$ cat config.mk
export PLATFORM = sky130hd
export DESIGN_NAME = fixed_frame_sync_checksum_receiver
export DESIGN_NICKNAME = d
export VERILOG_FILES = /design/src/rtl/core/ffsc_pkg.sv /design/src/rtl/core/ffsc_front.sv /design/src/rtl/core/ffsc_queue.sv /design/src/rtl/core/ffsc_back.sv /design/src/rtl/core/fixed_frame_sync_checksum_receiver.sv
export VERILOG_INCLUDE_DIRS = /design/src /design/src/rtl/core
export SDC_FILE = /design/constraint.sdc
export NUM_CORES = 1
export LEC_CHECK = 0
export ABC_AREA = 1
export BUFFER_PORTS_ARGS = -buffer_cell sky130_fd_sc_hd__buf_2
export CELL_PAD_IN_SITES_DETAIL_PLACEMENT = 1
export CELL_PAD_IN_SITES_GLOBAL_PLACEMENT = 1
export CORE_MARGIN = 5
export CORE_UTILIZATION = 54
export CTS_CLUSTER_SIZE = 24
export DETAILED_ROUTE_END_ITERATION = 10
export GPL_ROUTABILITY_DRIVEN = 0
export GPL_TIMING_DRIVEN = 0
export PLACE_DENSITY_LB_ADDON = 0.1
export SLEW_MARGIN = 40
export SYNTH_ARGS = -nofsm -noshare
export SYNTH_HDL_FRONTEND = slang
export SYNTH_SLANG_ARGS = --single-unit
$ cat constraint.sdc
create_clock -name aclk -period 25.4 [get_ports aclk]
set_input_delay 3.81 -clock aclk [delete_from_list [all_inputs] [get_ports aclk]]
set_output_delay 3.81 -clock aclk [all_outputs]
set_load 0.1 [all_outputs]
$ cat src/rtl/core/fixed_frame_sync_checksum_receiver_macros.svh
// Assertion helpers shared by the receiver modules.
// Every check is clocked on the rising edge and is switched off while reset is low.
`ifndef FIXED_FRAME_SYNC_CHECKSUM_RECEIVER_MACROS_SVH
`define FIXED_FRAME_SYNC_CHECKSUM_RECEIVER_MACROS_SVH

// The consequent must hold in the same cycle as the antecedent.
`define FFSC_ASSERT_SAME(label, clk, rstn, ante, cons) \
    label: assert property (@(posedge clk) disable iff (!rstn) (ante) |-> (cons)) \
        else $error("assertion failed: same-cycle check");

// The consequent must hold in the cycle after the antecedent.
`define FFSC_ASSERT_NEXT(label, clk, rstn, ante, cons) \
    label: assert property (@(posedge clk) disable iff (!rstn) (ante) |=> (cons)) \
        else $error("assertion failed: next-cycle check");

`endif

$ cat src/rtl/core/ffsc_pkg.sv
`timescale 1ns / 1ps

package ffsc_pkg;

    typedef logic [7:0] byte_t;

    // Number of bytes in one frame, and the part held in registers between bytes.
    localparam int FRAME_LEN = 20;
    localparam int STORE_LEN = FRAME_LEN - 1;
    localparam int SUM_LEN   = 18;

    // Fill level at which the next byte completes a frame.
    localparam logic [4:0] FILL_LAST = 5'(STORE_LEN);

    localparam byte_t SYNC_RESET = 8'hAA;

    // Frame ids that produce a result.
    localparam byte_t ID_A_LO  = 8'hF0;
    localparam byte_t ID_A_HI  = 8'hF3;
    localparam byte_t ID_B_LO  = 8'hF8;
    localparam byte_t ID_B_HI  = 8'hFB;
    localparam byte_t ID_C_ONE = 8'hFE;
    localparam byte_t ID_C_TWO = 8'hFF;

    localparam int QUEUE_DEPTH = 4;

    // Packed with the first field in the highest bits, so frame_id lands at bit 0.
    typedef struct packed {
        logic [31:0] parsed_frames;
        logic [31:0] dropped_bytes;
        logic [63:0] payload_high;
        logic [63:0] payload_low;
        byte_t       frame_id;
    } result_t;

    typedef struct packed {
        logic full;
        logic not_empty;
    } q_status_t;

endpackage

$ cat src/rtl/core/ffsc_front.sv
`timescale 1ns / 1ps
`include "fixed_frame_sync_checksum_receiver_macros.svh"

module ffsc_front
    import ffsc_pkg::*;
#(
    parameter int COUNTER_BITS = 32
) (
    input  logic      aclk,
    input  logic      aresetn,
    input  byte_t     sync_byte,
    input  logic      s_tvalid,
    output logic      s_tready,
    input  byte_t     s_tdata,
    input  q_status_t q_status,
    output logic      push,
    output result_t   push_data
);

    localparam logic [COUNTER_BITS-1:0] CNT_MAX = '1;

    byte_t                   win_reg [STORE_LEN];
    logic [15:0]             sum_reg;
    logic [15:0]             sum_next;
    logic [4:0]              fill_reg;
    logic [4:0]              fill_next;
    logic [COUNTER_BITS-1:0] drop_reg;
    logic [COUNTER_BITS-1:0] drop_next;
    logic [COUNTER_BITS-1:0] parse_reg;
    logic [COUNTER_BITS-1:0] parse_next;
    logic [63:0]             drop_wide;
    logic [63:0]             parse_wide;
    logic                    accept;
    logic                    complete;
    logic                    frame_ok;
    logic                    id_reported;
    byte_t                   frame_id;

    assign s_tready = !q_status.full;
    assign accept   = s_tvalid && s_tready;
    assign complete = accept && (fill_reg == FILL_LAST);
    assign frame_id = win_reg[1];

    // The stored bytes are window positions 0..18; the arriving byte is position 19.
    assign frame_ok = (win_reg[0] == sync_byte) && (sum_reg == {s_tdata, win_reg[SUM_LEN]});

    always_comb begin
        id_reported = frame_id inside {[ID_A_LO:ID_A_HI], [ID_B_LO:ID_B_HI], ID_C_ONE, ID_C_TWO};
    end

    // Running sum of positions 0..17, kept up to date as the window shifts.
    assign sum_next = sum_reg - {8'h00, win_reg[0]} + {8'h00, win_reg[SUM_LEN]};

    always_comb begin
        fill_next  = fill_reg;
        drop_next  = drop_reg;
        parse_next = parse_reg;
        if (accept) begin
            if (!complete) begin
                fill_next = fill_reg + 5'd1;
            end else if (frame_ok) begin
                fill_next  = '0;
                parse_next = (parse_reg == CNT_MAX) ? parse_reg : parse_reg + 1'b1;
            end else begin
                drop_next = (drop_reg == CNT_MAX) ? drop_reg : drop_reg + 1'b1;
            end
        end
    end

    always_ff @(posedge aclk) begin
        if (!aresetn) begin
            for (int i = 0; i < STORE_LEN; i++) begin
                win_reg[i] <= '0;
            end
            sum_reg   <= '0;
            fill_reg  <= '0;
            drop_reg  <= '0;
            parse_reg <= '0;
        end else begin
            if (accept) begin
                for (int i = 0; i < STORE_LEN - 1; i++) begin
                    win_reg[i] <= win_reg[i+1];
                end
                win_reg[STORE_LEN-1] <= s_tdata;
                sum_reg <= sum_next;
            end
            fill_reg  <= fill_next;
            drop_reg  <= drop_next;
            parse_reg <= parse_next;
        end
    end

    assign drop_wide  = 64'(drop_next);
    assign parse_wide = 64'(parse_next);

    assign push = complete && frame_ok && id_reported;

    always_comb begin
        push_data.frame_id      = frame_id;
        push_data.payload_low   = {win_reg[9], win_reg[8], win_reg[7], win_reg[6],
                                   win_reg[5], win_reg[4], win_reg[3], win_reg[2]};
        push_data.payload_high  = {win_reg[17], win_reg[16], win_reg[15], win_reg[14],
                                   win_reg[13], win_reg[12], win_reg[11], win_reg[10]};
        push_data.dropped_bytes = drop_wide[31:0];
        push_data.parsed_frames = parse_wide[31:0];
    end

    `FFSC_ASSERT_SAME(a_fill_in_range, aclk, aresetn, 1'b1, fill_reg <= FILL_LAST)
    `FFSC_ASSERT_NEXT(a_fill_steps, aclk, aresetn, accept && (fill_reg != FILL_LAST),
                      fill_reg == $past(fill_reg) + 5'd1)
    `FFSC_ASSERT_NEXT(a_drop_keeps_fill, aclk, aresetn, complete && !frame_ok,
                      fill_reg == FILL_LAST)

endmodule

$ cat src/rtl/core/ffsc_queue.sv
`timescale 1ns / 1ps
`include "fixed_frame_sync_checksum_receiver_macros.svh"

module ffsc_queue
    import ffsc_pkg::*;
(
    input  logic      aclk,
    input  logic      aresetn,
    input  logic      push,
    input  result_t   push_data,
    input  logic      pop,
    output q_status_t status,
    output result_t   head
);

    localparam int PTR_BITS = $clog2(QUEUE_DEPTH);
    localparam int CNT_BITS = $clog2(QUEUE_DEPTH + 1);
    localparam logic [CNT_BITS-1:0] CNT_FULL = CNT_BITS'(QUEUE_DEPTH);

    result_t             entries_reg [QUEUE_DEPTH];
    logic [PTR_BITS-1:0] wr_ptr_reg;
    logic [PTR_BITS-1:0] rd_ptr_reg;
    logic [CNT_BITS-1:0] count_reg;
    logic [CNT_BITS-1:0] count_next;
    logic                do_push;
    logic                do_pop;

    assign status.full      = (count_reg == CNT_FULL);
    assign status.not_empty = (count_reg != '0);
    assign do_push = push && !status.full;
    assign do_pop  = pop && status.not_empty;
    assign head    = entries_reg[rd_ptr_reg];

    always_comb begin
        count_next = count_reg;
        if (do_push && !do_pop) begin
            count_next = count_reg + 1'b1;
        end else if (do_pop && !do_push) begin
            count_next = count_reg - 1'b1;
        end
    end

    always_ff @(posedge aclk) begin
        if (do_push) begin
            entries_reg[wr_ptr_reg] <= push_data;
        end
    end

    always_ff @(posedge aclk) begin
        if (!aresetn) begin
            wr_ptr_reg <= '0;
            rd_ptr_reg <= '0;
            count_reg  <= '0;
        end else begin
            if (do_push) begin
                wr_ptr_reg <= PTR_BITS'((32'(wr_ptr_reg) + 1) % QUEUE_DEPTH);
            end
            if (do_pop) begin
                rd_ptr_reg <= PTR_BITS'((32'(rd_ptr_reg) + 1) % QUEUE_DEPTH);
            end
            count_reg <= count_next;
        end
    end

    `FFSC_ASSERT_SAME(a_no_push_when_full, aclk, aresetn, status.full, !push)
    `FFSC_ASSERT_SAME(a_count_bound, aclk, aresetn, 1'b1, count_reg <= CNT_FULL)

endmodule

$ cat src/rtl/core/ffsc_back.sv
`timescale 1ns / 1ps
`include "fixed_frame_sync_checksum_receiver_macros.svh"

module ffsc_back
    import ffsc_pkg::*;
(
    input  logic      aclk,
    input  logic      aresetn,
    input  q_status_t q_status,
    input  result_t   head,
    output logic      pop,
    output logic      m_tvalid,
    input  logic      m_tready,
    output result_t   m_tdata
);

    logic    out_valid_reg;
    logic    out_valid_next;
    result_t out_data_reg;

    // Refill the output register whenever it is empty or is being emptied.
    assign pop = q_status.not_empty && (!out_valid_reg || m_tready);

    always_comb begin
        out_valid_next = out_valid_reg;
        if (pop) begin
            out_valid_next = 1'b1;
        end else if (m_tready) begin
            out_valid_next = 1'b0;
        end
    end

    always_ff @(posedge aclk) begin
        if (!aresetn) begin
            out_valid_reg <= 1'b0;
        end else begin
            out_valid_reg <= out_valid_next;
        end
    end

    always_ff @(posedge aclk) begin
        if (pop) begin
            out_data_reg <= head;
        end
    end

    assign m_tvalid = out_valid_reg;
    assign m_tdata  = out_data_reg;

    `FFSC_ASSERT_NEXT(a_pop_fills_output, aclk, aresetn, pop, out_valid_reg)
    `FFSC_ASSERT_NEXT(a_idle_drains, aclk, aresetn, !q_status.not_empty && m_tready,
                      !out_valid_reg)

endmodule

$ cat src/rtl/core/fixed_frame_sync_checksum_receiver.sv
`timescale 1ns / 1ps
// Channel   Direction  Handshake                  Payload
// s_        in         s_tvalid / s_tready        s_tdata[7:0] rx_byte
// m_        out        m_tvalid / m_tready        m_tdata[199:0] result fields
// cfg_      in         cfg_valid / cfg_ready      cfg_data[7:0] sync_byte
//
// One byte is taken per cycle while s_tready is high; its frame check runs that cycle.
// A reported result goes into the queue, then into the output register driving m_tvalid.
// Bytes are taken back to back; the four-entry queue and output register only absorb stalls.
// Reset (aresetn low at a clock edge) empties the window, clears both counters,
// empties the queue and sets sync_byte to 0xAA; no clearing pass follows.
// s_tready drops only while the result queue is full, which needs m_tready held low.

module fixed_frame_sync_checksum_receiver
    import ffsc_pkg::*;
#(
    parameter int COUNTER_BITS = 32
) (
    input  logic         aclk,
    input  logic         aresetn,
    input  logic         s_tvalid,
    output logic         s_tready,
    input  logic [7:0]   s_tdata,   // [7:0] rx_byte
    output logic         m_tvalid,
    input  logic         m_tready,
    output logic [199:0] m_tdata,   // [7:0] frame_id, [71:8] payload_low,
                                    // [135:72] payload_high, [167:136] dropped_bytes,
                                    // [199:168] parsed_frames
    input  logic         cfg_valid,
    output logic         cfg_ready,
    input  logic [7:0]   cfg_data   // [7:0] sync_byte
);

    byte_t     sync_reg;
    q_status_t q_status;
    logic      push;
    result_t   push_data;
    logic      pop;
    result_t   head;
    result_t   out_data;

    // The sync byte register accepts a transfer in every cycle.
    assign cfg_ready = 1'b1;

    always_ff @(posedge aclk) begin
        if (!aresetn) begin
            sync_reg <= SYNC_RESET;
        end else if (cfg_valid && cfg_ready) begin
            sync_reg <= cfg_data;
        end
    end

    // Front end: byte window, running checksum, frame classification and counters.
    ffsc_front #(
        .COUNTER_BITS(COUNTER_BITS)
    ) u_front (
        .aclk      (aclk),
        .aresetn   (aresetn),
        .sync_byte (sync_reg),
        .s_tvalid  (s_tvalid),
        .s_tready  (s_tready),
        .s_tdata   (s_tdata),
        .q_status  (q_status),
        .push      (push),
        .push_data (push_data)
    );

    // Short queue so that a stalled output does not stop byte intake at once.
    ffsc_queue u_queue (
        .aclk      (aclk),
        .aresetn   (aresetn),
        .push      (push),
        .push_data (push_data),
        .pop       (pop),
        .status    (q_status),
        .head      (head)
    );

    // Back end: the registered output stage of the result channel.
    ffsc_back u_back (
        .aclk      (aclk),
        .aresetn   (aresetn),
        .q_status  (q_status),
        .head      (head),
        .pop       (pop),
        .m_tvalid  (m_tvalid),
        .m_tready  (m_tready),
        .m_tdata   (out_data)
    );

    assign m_tdata = out_data;

endmodule

==> flow_summary.ini <==
[worst_setup_path]
cp_max_fo = 15
critPathKind = in2reg
cp_common_cell = buf_8
reg2reg_slack_ps = 21530
cp.required_ps = 25830
reg2reg_from = u_queue.count_reg[0]
cp-startpoint = s_tvalid
cp_slowest_stage_delay_ps = 560
endpoint_kind = flop
r2r_cells = 12
critPathBufInv = 6
r2r-end = u_queue.entries_reg[3][27]
cp_top_family = simple AND/OR/NAND/NOR gates
cp.arrival_ps = 6700
crit_chain = buf_2, nand2_2, nor2_2, inv_1, nor2_4, nand2_2, nor2_4, buf_8, buf_8, buf_8, buf_8
critPathSlowestCell = nor2_4
start_kind = primary input

[drt]
dr.pass1.iters = 6
via_count = 33700
drc_errors = 0
drt-total-wl_um = 143000
viasPerCell = 5.79
routedWlPerCell_um = 24.7
antenna_left = 0
drtIter0Drc = 2905

[finish]
layout-drive-gt1-share_pct = 13.2
diodes = 0
fillCellCount = 9084
finalNonFillerCells = 5815
largest_reg_flops = 800
area_growth_pct = 17.2
nets = 4581

[cts]
post_cts_resized = 0
cts-root-buf = clkbuf_16
clkSinkCount = 1253
cts.clk_slew.worst_paths_ps = 60
ctsHtreeMaxLevel = 4
cts_setup_buffers = 0
cts_tree = yes
cts_buffers = 130
cts_max_path_buffers = 3
clk_latency_ps = 740
cts_hold_buf = 0

[timing]
fin_crit_ps = 6270
rsz0062_at_grt = no
worstMarginPinSlew_ps = 849
fin_crit_sh_pct = 24.7
finalClockSkew_ps = 27.4
slew_headroom_pct = 43.4
hold_viol_final = 0
setup_viol = 0
finalMaxSlewViolations = 0
setup_tns_ps = 0
clock.fmax_ghz = 0.160

[synth]
synth-seq-cells = 1253
yosys-top-cells-count = edfxtp_1 (1,152), nor2_1 (696), nand2_1 (673)
async_flop_share_pct = 0
syn_area_per_cell_um2 = 12.1
ys_warn_count = 0
synth_edf_count = 1152
syn-cell-area_mm2 = 0.0495
synth_cell_types = 45
synth-main-ff-cell = edfxtp_1
synth_most_common_cell = edfxtp_1
synthCells = 4097
syn_nets = 4151
synth_top_cell_by_area = edfxtp_1
yosysSeqAreaShare_pct = 73.9
ys_top_cells_by_area = edfxtp_1 (70%), nor2_1 (5.3%), nand2_1 (5.1%), o21ai_0 (4.4%), dfxtp_1 (4.1%)
synth_top_area_share_pct = 69.8

[global_route]
grt_pass1_vias = 36100
grt_pass1_wl_um = 218000
grt_max_degree = 56
met2_usage_pct = 51.7
antenna_found_initial = 0
busiest_layer = met2
grt_usage_pct = 29.0
gr-usage-met1_pct = 36.6
met3_usage_pct = 4.05
overflow = 0

[job]
maxCapViolations = 0

[worst_hold_path]
hold_path_end = sync_reg[2]
hold_path_depth = 2
hold_path.class = reg2reg
min_from = sync_reg[2]

[floorplan]
core_area_mm2 = 0.0914
io-pin-count = 224
die_height_um = 313
die-area_mm2 = 0.0979
initial_core_util_pct = 54.2
die_x_um = 313
rows = 111

[power]
max-vdd-ir-drop_mv = 0.0989
power.density_mw_per_mm2 = 122
power_leakage_nw = 20.4

[placed_design]
port_buffers = 221
dp_cells = 5581
post-dp-hpwl_um = 96300

[run_status]
outcome = finished clean
metal layers:
metal	share of wire [%]	wire length, um
met2	52	74700
met5	0	0
met3	5.2	7420
met4	3.3	4780
met1	39	56600
cell usage in the layout (no fill, tap or decap), types with 7 or more instances in the layout:
master and n:
nand4_1 12, buf_6 7, nor2_1 692, o22ai_1 206, nor2_4 7, buf_16 33
bufinv_16 12, xor2_1 7, buf_8 43, edfxtp_1 1152, clkbuf_1 169, nand2_1 673
nor3_1 10, inv_6 8, nor2_2 7, fa_1 9, o21ai_0 440, nand3_1 108
inv_1 307, clkbuf_8 12, clkbuf_16 133, clkbuf_2 14, buf_2 232, clkinv_2 17
nand3b_1 7, nand2_2 8, a21oi_1 53, ha_1 24, a21oi_2 38, clkinv_1 23
or2_2 14, dfxtp_1 101
report_power, final:
part	internal (W)	leakage (nW)	total (W)	switching, W
Clock	0.00112	2.10	0.00192	0.000802
Sequential	0.00260	11.1	0.00274	0.000149
Combinational	0.000400	7.14	0.00243	0.00203
Total	0.00412	20.4	0.00710	0.00298
how the worst max path moves through the flow:
stage / to / slack (ps) / cells after the start
after floorplan: u_queue.count_reg[1] / 9440 / 8
after global placement: u_queue.count_reg[1] / 3250 / 9
after detailed placement: u_queue.entries_reg[3][27] / 18330 / 11
after CTS: u_queue.entries_reg[3][22] / 19100 / 11
after global routing: u_queue.entries_reg[3][22] / 19010 / 11
final: u_queue.entries_reg[3][27] / 19130 / 11
kinds of logic after synthesis:
kind of cell / Yosys count / share of synthesized area [%]
xor gates and xnor gates: 9 / 0.159
AOI/OAI and AO/OA: 753 / 8.47
buffers and inverters: 500 / 3.96
DFF: 1253 / 73.9
and+or+nand+nor: 1548 / 12.5
other: 1 / 0.00757
adders and majority gates: 33 / 0.970
layout make-up:
cell class,instances,area [um^2],share of cell area [%]
inverters,312,1180,2.03
plain buffers,188,805,1.39
clock inverters,67,714,1.23
multi-input cells,2344,11000,18.9
repair buffers,298,2670,4.60
flip-flops and latches,1253,36600,63.1
clock buffers,167,3580,6.16
well taps,1186,1480,2.56
metrics by stage:
step                power [W]  hold WS, ps  utilization, %  setup slack [ps]  area [um^2]
floorplan             0.00458          448               -              9440        49500
global placement      0.00521          464            57.0              3250        52100
detailed placement    0.00519          476            58.8             18330        53700
CTS                   0.00713          486            63.5             19100        58000
global route          0.00736          501            63.5             19010        58000
finish                0.00710          480            63.5             19130        58000
worst reg2reg max path, cell delays in order (launching register included):
cell     delay, ps
dfxtp_1        380
inv_1          150
nand3_2        190
nand2_2        170
nor2_2         520
inv_1          240
nor2_4         270
nand2_2        240
nor2_4         560
buf_8          290
buf_8          200
buf_8          190
buf_8          180
No activity file was read; power rests on OpenSTA's default activity.
